$ cat src/hdl/rrpt_pkg.sv
`default_nettype none

package rrpt_pkg;

    localparam int NUM_SLOTS = 32;
    localparam int SLOT_W    = $clog2(NUM_SLOTS);
    localparam int CNT_W     = SLOT_W + 1;

    typedef logic [SLOT_W-1:0] t_slot;
    typedef logic [CNT_W-1:0]  t_cnt;
    typedef logic [2:0]        t_func;
    typedef logic [1:0]        t_code;

    typedef enum logic [1:0] {
        ST_TERM  = 2'd0,
        ST_READY = 2'd1,
        ST_EXEC  = 2'd2
    } t_status;

    localparam t_func FN_SCHED  = 3'd0;
    localparam t_func FN_FORK   = 3'd1;
    localparam t_func FN_EXIT   = 3'd2;
    localparam t_func FN_KILL   = 3'd3;
    localparam t_func FN_GETPID = 3'd4;

    localparam t_code CODE_OK        = 2'd0;
    localparam t_code CODE_KILL_DEAD = 2'd1;
    localparam t_code CODE_FULL      = 2'd2;

    typedef struct packed {
        logic    en;
        t_slot   addr;
        t_status data;
    } t_tbl_wr;

    function automatic logic slot_live(input t_status s);
        return (s == ST_READY) || (s == ST_EXEC);
    endfunction

endpackage

`default_nettype wire

$ cat src/hdl/rrpt_if.sv
`default_nettype none

interface rrpt_in_if;
    logic           valid;
    logic           ready;
    logic [2:0]     func;
    logic [4:0]     target_slot;

    modport source (output valid, output func, output target_slot, input ready);
    modport sink   (input valid, input func, input target_slot, output ready);
endinterface

interface rrpt_out_if;
    logic           valid;
    logic           ready;
    logic [4:0]     active_slot;
    logic [4:0]     result_slot;
    logic [1:0]     status_code;

    modport source (output valid, output active_slot, output result_slot,
                    output status_code, input ready);
    modport sink   (input valid, input active_slot, input result_slot,
                    input status_code, output ready);
endinterface

`default_nettype wire

$ cat src/hdl/rrpt_slot_table.sv
`default_nettype none

module rrpt_slot_table (
    input  wire                 i_clk,
    input  wire                 i_rst_n,
    input  rrpt_pkg::t_slot     i_rd_addr,
    output rrpt_pkg::t_status   o_rd_data,
    input  rrpt_pkg::t_tbl_wr   i_wr
);

    rrpt_pkg::t_status r_status [rrpt_pkg::NUM_SLOTS];

    always_ff @(posedge i_clk) begin
        if (!i_rst_n) begin
            r_status[0] <= rrpt_pkg::ST_EXEC;
            for (int i = 1; i < rrpt_pkg::NUM_SLOTS; i++) begin
                r_status[i] <= rrpt_pkg::ST_TERM;
            end
        end else if (i_wr.en) begin
            r_status[i_wr.addr] <= i_wr.data;
        end
    end

    assign o_rd_data = r_status[i_rd_addr];

endmodule

`default_nettype wire

$ cat src/hdl/round_robin_process_table_unit.sv
// getpid, unknown codes and a schedule with one live program go straight to the result;
// a kill first checks its target and ends there if rejected; schedule, fork, exit and kill
// scan one slot per cycle; one word at a time: the input is ready again as soon as the
// result is in the output register; reset: slot 0 executing, all other slots terminated,
// current and highest slot 0, live count 1; the input is ready from the first cycle after
// reset
`default_nettype none

module round_robin_process_table_unit (
    input  wire         i_clk,
    input  wire         i_rst_n,
    rrpt_in_if.sink     i_in,
    rrpt_out_if.source  o_out
);

    typedef enum logic [3:0] {
        S_IDLE,
        S_KILL_CHK,
        S_EXIT,
        S_FSCAN,
        S_FLEAVE,
        S_FENTER,
        S_SW_SCAN,
        S_SW_LEAVE,
        S_SW_ENTER,
        S_DONE
    } t_state;

    t_state              r_state;
    rrpt_pkg::t_slot     r_target;
    rrpt_pkg::t_slot     r_cur;
    rrpt_pkg::t_slot     r_high;
    rrpt_pkg::t_cnt      r_live;
    rrpt_pkg::t_cnt      r_idx;
    rrpt_pkg::t_slot     r_next;
    rrpt_pkg::t_slot     r_result;
    rrpt_pkg::t_code     r_code;
    logic                r_out_valid;
    rrpt_pkg::t_slot     r_out_act;
    rrpt_pkg::t_slot     r_out_res;
    rrpt_pkg::t_code     r_out_code;

    rrpt_pkg::t_slot     rd_addr;
    rrpt_pkg::t_status   rd_data;
    rrpt_pkg::t_tbl_wr   tbl_wr;
    rrpt_pkg::t_cnt      cur_plus;
    rrpt_pkg::t_cnt      high_plus;
    rrpt_pkg::t_cnt      live_dec;
    logic                idx_past;
    logic                rd_live;

    rrpt_slot_table u_table (
        .i_clk     (i_clk),
        .i_rst_n   (i_rst_n),
        .i_rd_addr (rd_addr),
        .o_rd_data (rd_data),
        .i_wr      (tbl_wr)
    );

    assign cur_plus  = {1'b0, r_cur} + rrpt_pkg::CNT_W'(1);
    assign high_plus = {1'b0, r_high} + rrpt_pkg::CNT_W'(1);
    assign live_dec  = (r_live > rrpt_pkg::CNT_W'(1)) ? r_live - rrpt_pkg::CNT_W'(1)
                                                      : rrpt_pkg::CNT_W'(1);
    assign idx_past  = r_idx > {1'b0, r_high};
    assign rd_live   = rrpt_pkg::slot_live(rd_data);

    // single read port of the table
    always_comb begin
        unique case (r_state)
            S_FSCAN, S_SW_SCAN: rd_addr = r_idx[rrpt_pkg::SLOT_W-1:0];
            S_KILL_CHK:         rd_addr = r_target;
            default:            rd_addr = r_cur;
        endcase
    end

    // single write port of the table
    always_comb begin
        tbl_wr.en   = 1'b0;
        tbl_wr.addr = r_cur;
        tbl_wr.data = rrpt_pkg::ST_TERM;
        unique case (r_state)
            S_KILL_CHK: begin
                tbl_wr.en   = (r_target != '0) && rd_live;
                tbl_wr.addr = r_target;
            end
            S_EXIT: begin
                tbl_wr.en = (r_cur != '0);
            end
            S_FLEAVE: begin
                tbl_wr.en   = rd_live;
                tbl_wr.data = rrpt_pkg::ST_READY;
            end
            S_SW_LEAVE: begin
                tbl_wr.en   = (rd_data == rrpt_pkg::ST_EXEC);
                tbl_wr.data = rrpt_pkg::ST_READY;
            end
            S_FENTER, S_SW_ENTER: begin
                tbl_wr.en   = 1'b1;
                tbl_wr.addr = r_next;
                tbl_wr.data = rrpt_pkg::ST_EXEC;
            end
            default: begin
                tbl_wr.en = 1'b0;
            end
        endcase
    end

    always_ff @(posedge i_clk) begin
        if (!i_rst_n) begin
            r_state     <= S_IDLE;
            r_target    <= '0;
            r_cur       <= '0;
            r_high      <= '0;
            r_live      <= rrpt_pkg::CNT_W'(1);
            r_idx       <= '0;
            r_next      <= '0;
            r_result    <= '0;
            r_code      <= rrpt_pkg::CODE_OK;
            r_out_valid <= 1'b0;
            r_out_act   <= '0;
            r_out_res   <= '0;
            r_out_code  <= rrpt_pkg::CODE_OK;
        end else begin
            if (r_out_valid && o_out.ready && (r_state != S_DONE)) begin
                r_out_valid <= 1'b0;
            end
            unique case (r_state)
                S_IDLE: begin
                    if (i_in.valid) begin
                        r_target <= i_in.target_slot;
                        r_result <= (i_in.func == rrpt_pkg::FN_GETPID) ? r_cur : '0;
                        r_code   <= rrpt_pkg::CODE_OK;
                        r_idx    <= (i_in.func == rrpt_pkg::FN_FORK) ? rrpt_pkg::CNT_W'(1)
                                                                     : cur_plus;
                        case (i_in.func)
                            rrpt_pkg::FN_SCHED: begin
                                r_state <= (r_live > rrpt_pkg::CNT_W'(1)) ? S_SW_SCAN
                                                                         : S_DONE;
                            end
                            rrpt_pkg::FN_FORK:   r_state <= S_FSCAN;
                            rrpt_pkg::FN_EXIT:   r_state <= S_EXIT;
                            rrpt_pkg::FN_KILL:   r_state <= S_KILL_CHK;
                            rrpt_pkg::FN_GETPID: r_state <= S_DONE;
                            default: r_state <= S_DONE;
                        endcase
                    end
                end
                S_EXIT: begin
                    if (r_cur != '0) begin
                        r_live <= live_dec;
                    end
                    r_state <= S_SW_SCAN;
                end
                S_KILL_CHK: begin
                    if ((r_target == '0) || !rd_live) begin
                        r_code  <= rrpt_pkg::CODE_KILL_DEAD;
                        r_state <= S_DONE;
                    end else begin
                        r_live  <= live_dec;
                        r_state <= S_SW_SCAN;
                    end
                end
                S_FSCAN: begin
                    if (idx_past) begin
                        if (high_plus < rrpt_pkg::CNT_W'(rrpt_pkg::NUM_SLOTS)) begin
                            r_high  <= high_plus[rrpt_pkg::SLOT_W-1:0];
                            r_next  <= high_plus[rrpt_pkg::SLOT_W-1:0];
                            r_state <= S_FLEAVE;
                        end else begin
                            r_code  <= rrpt_pkg::CODE_FULL;
                            r_state <= S_DONE;
                        end
                    end else if (!rd_live) begin
                        r_next  <= r_idx[rrpt_pkg::SLOT_W-1:0];
                        r_state <= S_FLEAVE;
                    end else begin
                        r_idx <= r_idx + rrpt_pkg::CNT_W'(1);
                    end
                end
                S_FLEAVE: begin
                    r_state <= S_FENTER;
                end
                S_FENTER: begin
                    r_cur    <= r_next;
                    r_live   <= r_live + rrpt_pkg::CNT_W'(1);
                    r_result <= r_next;
                    r_state  <= S_DONE;
                end
                S_SW_SCAN: begin
                    if (idx_past) begin
                        r_next  <= '0;
                        r_state <= S_SW_LEAVE;
                    end else if (rd_live) begin
                        r_next  <= r_idx[rrpt_pkg::SLOT_W-1:0];
                        r_state <= S_SW_LEAVE;
                    end else begin
                        r_idx <= r_idx + rrpt_pkg::CNT_W'(1);
                    end
                end
                S_SW_LEAVE: begin
                    r_state <= S_SW_ENTER;
                end
                S_SW_ENTER: begin
                    r_cur   <= r_next;
                    r_state <= S_DONE;
                end
                S_DONE: begin
                    if (!r_out_valid || o_out.ready) begin
                        r_out_valid <= 1'b1;
                        r_out_act   <= r_cur;
                        r_out_res   <= r_result;
                        r_out_code  <= r_code;
                        r_state     <= S_IDLE;
                    end
                end
                default: r_state <= S_IDLE;
            endcase
        end
    end

    assign i_in.ready        = (r_state == S_IDLE);
    assign o_out.valid       = r_out_valid;
    assign o_out.active_slot = r_out_act;
    assign o_out.result_slot = r_out_res;
    assign o_out.status_code = r_out_code;

endmodule

`default_nettype wire
$ cat src/flat_wrapper.sv
// flat-port wrapper written by rule: the top's interface ports become plain ports
module round_robin_process_table_unit_flat 
  (i_clk, i_rst_n, i_in_valid, i_in_func, i_in_target_slot, i_in_ready, o_out_valid, o_out_active_slot, o_out_result_slot, o_out_status_code, o_out_ready);
  rrpt_in_if i_in_i ();
  rrpt_out_if o_out_i ();
  input  wire i_clk;
  input  wire i_rst_n;
  input wire logic [$bits(i_in_i.valid)-1:0] i_in_valid;
  input wire logic [$bits(i_in_i.func)-1:0] i_in_func;
  input wire logic [$bits(i_in_i.target_slot)-1:0] i_in_target_slot;
  output wire logic [$bits(i_in_i.ready)-1:0] i_in_ready;
  output wire logic [$bits(o_out_i.valid)-1:0] o_out_valid;
  output wire logic [$bits(o_out_i.active_slot)-1:0] o_out_active_slot;
  output wire logic [$bits(o_out_i.result_slot)-1:0] o_out_result_slot;
  output wire logic [$bits(o_out_i.status_code)-1:0] o_out_status_code;
  input wire logic [$bits(o_out_i.ready)-1:0] o_out_ready;
  assign i_in_i.valid = i_in_valid;
  assign i_in_i.func = i_in_func;
  assign i_in_i.target_slot = i_in_target_slot;
  assign i_in_ready = i_in_i.ready;
  assign o_out_valid = o_out_i.valid;
  assign o_out_active_slot = o_out_i.active_slot;
  assign o_out_result_slot = o_out_i.result_slot;
  assign o_out_status_code = o_out_i.status_code;
  assign o_out_i.ready = o_out_ready;
  round_robin_process_table_unit u_core (.i_clk(i_clk), .i_rst_n(i_rst_n), .i_in(i_in_i), .o_out(o_out_i));
endmodule
$ cat config.mk
export PLATFORM = sky130hd
export DESIGN_NAME = round_robin_process_table_unit_flat
export DESIGN_NICKNAME = d
export VERILOG_FILES = /design/src/hdl/rrpt_pkg.sv /design/src/hdl/rrpt_if.sv /design/src/hdl/rrpt_slot_table.sv /design/src/hdl/round_robin_process_table_unit.sv /design/src/flat_wrapper.sv
export SDC_FILE = /design/constraint.sdc
export NUM_CORES = 1
export LEC_CHECK = 0
export BUFFER_PORTS_ARGS = -buffer_cell sky130_fd_sc_hd__buf_2
export CAP_MARGIN = 30
export CORE_MARGIN = 5
export CORE_UTILIZATION = 65
export CTS_CLUSTER_SIZE = 24
export DETAILED_ROUTE_END_ITERATION = 16
export PLACE_DENSITY = 0.87
export SYNTH_ARGS = -nofsm -noshare
export SYNTH_HDL_FRONTEND = slang
export SYNTH_SLANG_ARGS = --single-unit
$ cat constraint.sdc
create_clock -name i_clk -period 6.5 [get_ports i_clk]
set_clock_uncertainty 0.05 [all_clocks]
set_input_delay 0.325 -clock i_clk [delete_from_list [all_inputs] [get_ports i_clk]]
set_output_delay 0.325 -clock i_clk [all_outputs]
set_load 0.01 [all_outputs]
# Word level (Yosys, flattened, before mapping)

Memories as Yosys holds them, arrays and structs flattened.
Index checks and enable logic that the tools add are counted.

Register bits: 56
Logic and storage cells: 133
Bits in writable memories: 64
ROM bits: 0
Output and inout port bits: 14
Bits in latches: 0
Memories: 1

Memory list:

| name                    | words | bits a word | read ports | clocked after Yosys merged registers in | wr ports | RTL line              | RTL |
|---|---|---|---|---|---|---|---|
| u_core.u_table.r_status | 32    | 2           | 1          | 0                                       | 32       | rrpt_slot_table.sv:11 | `rrpt_pkg::t_status r_status [rrpt_pkg::NUM_SLOTS];` |

$mul: 0
Eq/ne operators: 30
$lt $le $gt $ge: 3
$add $sub $neg: 5
Div/mod/pow operators: 0
Bitwise gates (word level): 0
Shift-type cells: 0
Multiplexer cells: 50
Reductions and logical operators: 31

Operators with widths:

| kind                                                                    | number |
|---|---|
| 6-bit two-way mux                                                       | 9 |
| 5-bit two-way mux                                                       | 8 |
| 5-bit case mux with 2 select lines                                      | 4 |
| 4-bit two-way mux                                                       | 9 |
| 4-bit case mux with 9 select lines                                      | 1 |
| 6-bit case mux with 3 select lines                                      | 2 |
| 4-bit by 3-bit equality test with 1-bit output, second input constant   | 4 |
| 4-bit case mux with 4 select lines                                      | 1 |
| 5-bit by 1-bit adder with 6-bit output, second input constant           | 2 |
| 6-bit by 1-bit adder with 6-bit output, second input constant           | 2 |
| 2-bit inequality test, second input constant                            | 6 |
| 2-bit two-way mux                                                       | 5 |
| 2-bit by 1-bit inequality test with 1-bit output, second input constant | 5 |
| 5-bit nonzero test                                                      | 2 |
| 3-bit nonzero test                                                      | 3 |
| 4-bit by 2-bit equality test with 1-bit output, second input constant   | 2 |
| 4-bit equality test, second input constant                              | 2 |
| 1-bit two-way mux                                                       | 8 |
| 4-bit AND reduction                                                     | 2 |
| 2-bit OR reduction                                                      | 4 |
| 3-bit by 2-bit equality test with 1-bit output, second input constant   | 2 |
| 6-bit by 1-bit > comparator with 1-bit output, second input constant    | 1 |
| 6-bit by 5-bit > comparator with 1-bit output                           | 1 |
| 6-bit less-than comparator, second input constant                       | 1 |
| 24 further kinds                                                        | 33 |

# Logic depth before layout (Yosys ltp)

An unclocked memory read counts as a cell.

Depth in word-level cells: 13
Gate-level depth with buffers: 19
Depth with buffers taken out: 14

# By module

A second synthesis with hierarchy kept.

Cell total of the unflattened synthesis: 744
Area total of the unflattened synthesis: 6815.3 sq um

Modules (own cells, without submodules):

| module                         | sequential area each (sq um) | area each (sq um) | times used | cells each |
|---|---|---|---|---|
| round_robin_process_table_unit | 1121.1                       | 3410.8            | 1          | 435 |
| rrpt_slot_table                | 1921.8                       | 3404.5            | 1          | 309 |

# Worst setup path before layout

OpenSTA, ideal clock, no wires.

Kind: reg2reg
Start point: reg u_core.r_state[2]
End point: mem u_core.u_table.r_status[11][0] (netlist name) (enable)
Cell stages (with the launch flop): 19
Setup time: 327 ps
Path slack: 2022 ps
Arrival: 4100 ps
Clock period less this slack: 4478 ps
Cell sequence: dfxtp_1 > buf_4 > or3b_1 > o221a_4 > nand2_4 > buf_6 > mux2_4 > o211ai_1 > a211oi_1 > or4_1 > ha_1 > or2_2 > a21oi_1 > o41ai_1 > nand2b_1 > or2_1 > buf_2 > buf_2 > o21ai_0

RTL lines:

| item                   | RTL line                              | RTL |
|---|---|---|
| from (decl)            | round_robin_process_table_unit.sv:29  | `t_state r_state;` |
| from (signal assigned) | round_robin_process_table_unit.sv:137 | `r_state <= (r_live > rrpt_pkg::CNT_W'(1)) ? S_SW_SCAN` |
| to (decl)              | rrpt_slot_table.sv:11                 |  |

==> impl_metrics.tcl <==
set metrics [dict create \
    status "finished, final reports clean" \
    coreArea_um2 10300 \
    maxSlewHeadroom_pct 25.0 \
    cts_root_buf "clkbuf_8" \
    max_freq_ghz 0.163 \
    worstSkewPairLatency_ns 0.53 \
    wl_met2_mm 8.93 \
    maxCapViolCount 0 \
    cts_setup_buffers 0 \
    die-height_um 113 \
    worstPathCellList "nand2b_1, a21o_1, a221oi_4, nand2_1, o221ai_1, a21boi_1, or4_1, ha_1, a21oi_1, and2_1, o41ai_1, or2_0, nand2b_1, o21ai_0" \
    layout_common_cells "nor2_1 (124), edfxtp_1 (64), nand2_1 (62)" \
    ys.flop_type "edfxtp_1" \
    cp_data_required_time_ns 6.66 \
    first_pass_iters 5 \
    num_rows 37 \
    die_w_um 113 \
    drc 0 \
    finalCritPeriodShare_pct 94.2 \
    ctsLongestPathBuffers 2 \
    synth_seq_area_share_pct 44.5 \
    drtAntennaViolNets 0 \
    synthTopCellsByArea "edfxtp_1 (28%), dfxtp_1 (16%), nor2_1 (6.8%)" \
    wl_met3_mm 1.50 \
    total_leakage_power_nw 2.75 \
    fin_tns_setup_ns 0 \
    r2r_cells 14 \
    synth_seq_cells 120 \
    drt-total-wl_mm 18.1 \
    place.gp.congestion 0.962 \
    grt_pass1_wl_mm 29.1 \
    cp_data_arrival_time_ns 6.29 \
    rsz0062_at_grt "no" \
    h-tree-depth 4 \
    cts.sinks 120 \
    yosysWarnings 0 \
    final-setup-viol-count 0 \
    dieArea_um2 12700 \
    final_common_cell "nor2_1" \
    crit_slowest_cell "dfxtp_1" \
    yosysTopAreaCell "edfxtp_1" \
    path_common_cell "nand2b_1" \
    drt-met1-wl_mm 6.81 \
    drt_iter0_markers 866 \
    io_pins 26 \
    dr_total_vias 6133 \
    path_class "register to register" \
    cts_buffers 17 \
    gr-total-overflow 0 \
    io_buffers 25 \
    n_antenna_cell 0 \
    synth_cell_type_count 82 \
    p_per_area_nw_per_um2 363 \
    synthArstFlopShare_pct 0 \
    track_usage_pct 28.8 \
    tightest_slew_ns 1.13 \
    netlist_instances 760 \
    antenna_found_initial 0 \
    hpwl_mm 12.2 \
    synth.avg_cell_area_um2 9.00 \
    start_util_pct 66.5 \
    slew_viol_final 0 \
    grt_max_degree 55 \
    synthToLayoutAreaGrowth_pct 10.6 \
    hold_path_depth 3 \
    synth_top_area_share_pct 28.1 \
    via_per_inst 6.73 \
    critPathCaptureType "register" \
    worstPathMaxFanout 25 \
    first_global_vias 5907 \
    p_total_mw 2.75 \
    final-seq-area_um2 3040 \
    highest_layer "met4" \
    cts_tree "yes" \
    drive_gt1_share_pct 12.6 \
    syn_area_um2 6840 \
    synth_edf_count 64 \
    startpoint_type "register" \
    ir_drop_mv 0.337 \
    fillers 716 \
    multi_input_area_um2 3490 \
    wl_per_cell_um 19.8 \
    final_hold_viol_count 0 \
    post-route-min-period_ns 6.12 \
    synth_nets 785 \
    critPathMaxStageDelay_ns 0.95 \
    hold_class "input port to register" \
    nNetsFinal 787 \
    cts.clk_slew.worst_paths_ns 0.07 \
]
-- path summary, 6_finish.rpt --
| kind | from | endpoint | slack (ns) |
|---|---|---|---|
| worst max-delay path | u_core.r_state[1] | u_core.u_table.r_status[28][0] | 0.38 |
| worst min-delay path | i_in_target_slot[3] | u_core.r_target[3] | 0.02 |
| worst max register to register | u_core.r_state[1] | u_core.u_table.r_status[28][0] | 0.38 |
| worst min register to register | u_core.r_live[5] | u_core.r_live[5] | 0.43 |
-- Yosys cell counts, drive strengths merged (3+ instances only) --
| master | count |
|---|---|
| nor2 | 126 |
| edfxtp | 64 |
| nand2 | 63 |
| dfxtp | 56 |
| o21ai | 55 |
| a21oi | 49 |
| nand3 | 48 |
| clkbuf | 27 |
| buf | 26 |
| mux2i | 23 |
| inv | 15 |
| mux2 | 15 |
| ha | 13 |
| nand2b | 13 |
| nor3 | 13 |
| a211oi | 12 |
| a31oi | 8 |
| a221oi | 7 |
| and2 | 7 |
| and3 | 7 |
| xor2 | 7 |
| nand4 | 6 |
| nor2b | 6 |
| o211ai | 6 |
| o221ai | 6 |
| o22ai | 6 |
| or2 | 6 |
| xnor2 | 6 |
| a21o | 5 |
| a311oi | 5 |
| or3 | 5 |
| a221o | 3 |
| a22o | 3 |
| nand3b | 3 |
-- cells by family (layout without fill, tap and decap cells) --
group | Yosys count | count (layout) | synth area share [%]
AND/OR/NAND/NOR | 319 | 319 | 22.2
XOR/XNOR | 13 | 13 | 1.67
adder cells (fa/ha/maj) | 13 | 13 | 2.38
multiplexers | 38 | 38 | 5.95
flip-flops | 120 | 120 | 44.5
buffers and inverters | 68 | 83 | 4.45
AO/OA/AOI/OAI | 189 | 189 | 18.9
-- metrics by stage --
step | area [µm²] | utilization [%] | instances | hold slack (ns) | setup WS [ns]
global placement | 6930 | 67.4 | 874 | 0.404 | 1.00
detailed placement | 6940 | 67.5 | 875 | 0.406 | 0.686
global route | 7560 | 73.6 | 911 | 0.0159 | 0.00516
CTS | 7560 | 73.6 | 911 | 0.00483 | 0.616
floorplan | 6840 | - | 760 | 0.381 | 2.02
finish | 7560 | 73.6 | 911 | 0.0232 | 0.376
-- per-layer routing --
metal  global-route usage [%]  vias up
met5                        0        -
li1                         -     2788
met2                     49.1      368
met1                     34.6     2891
met3                     5.71       86
met4                     14.2        0
-- registers in the layout, indices dropped and copies added, names as in the netlist, 2 cells and up --
register                  cells
u_core.r_cur                  5
u_core.r_result               5
u_core.r_high                 5
u_core.u_table.r_status      64
u_core.r_target               5
u_core.r_state                4
u_core.o_out.active_slot      5
u_core.o_out.result_slot      5
u_core.r_idx                  6
u_core.o_out.status_code      2
u_core.r_live                 6
u_core.r_code                 2
u_core.r_next                 5
-- power breakdown --
group / switching (mW) / internal [mW]
clock network: 0.359 / 0.567
registers: 0.119 / 0.856
logic: 0.538 / 0.307
total: 1.02 / 1.73
-- area by class of cell --
type	count	share of cell area [%]
clock buffers	21	6.37
well taps	136	2.25
inverters	15	0.745
multi-input cells	572	46.2
flip-flops and latches	120	40.2
clock inverters	11	1.37
repair buffers	36	2.85
-- critical path, delay by kind of cell (launching register included) --
kind,cells,cell delay (ns)
fa+ha+maj,1,0.43
simple gates,6,2.13
compound gates,7,2.23
flops,1,0.95
-- timing repair --
| action | CTS | global route |
|---|---|---|
| resized for setup | 0 | 0 |
| endpoints found under the setup margin | 0 | 0 |
| hold buffers | 4 | 0 |
| endpoints found under the hold margin | 4 | 0 |
No activity file was read; power rests on OpenSTA's default activity.
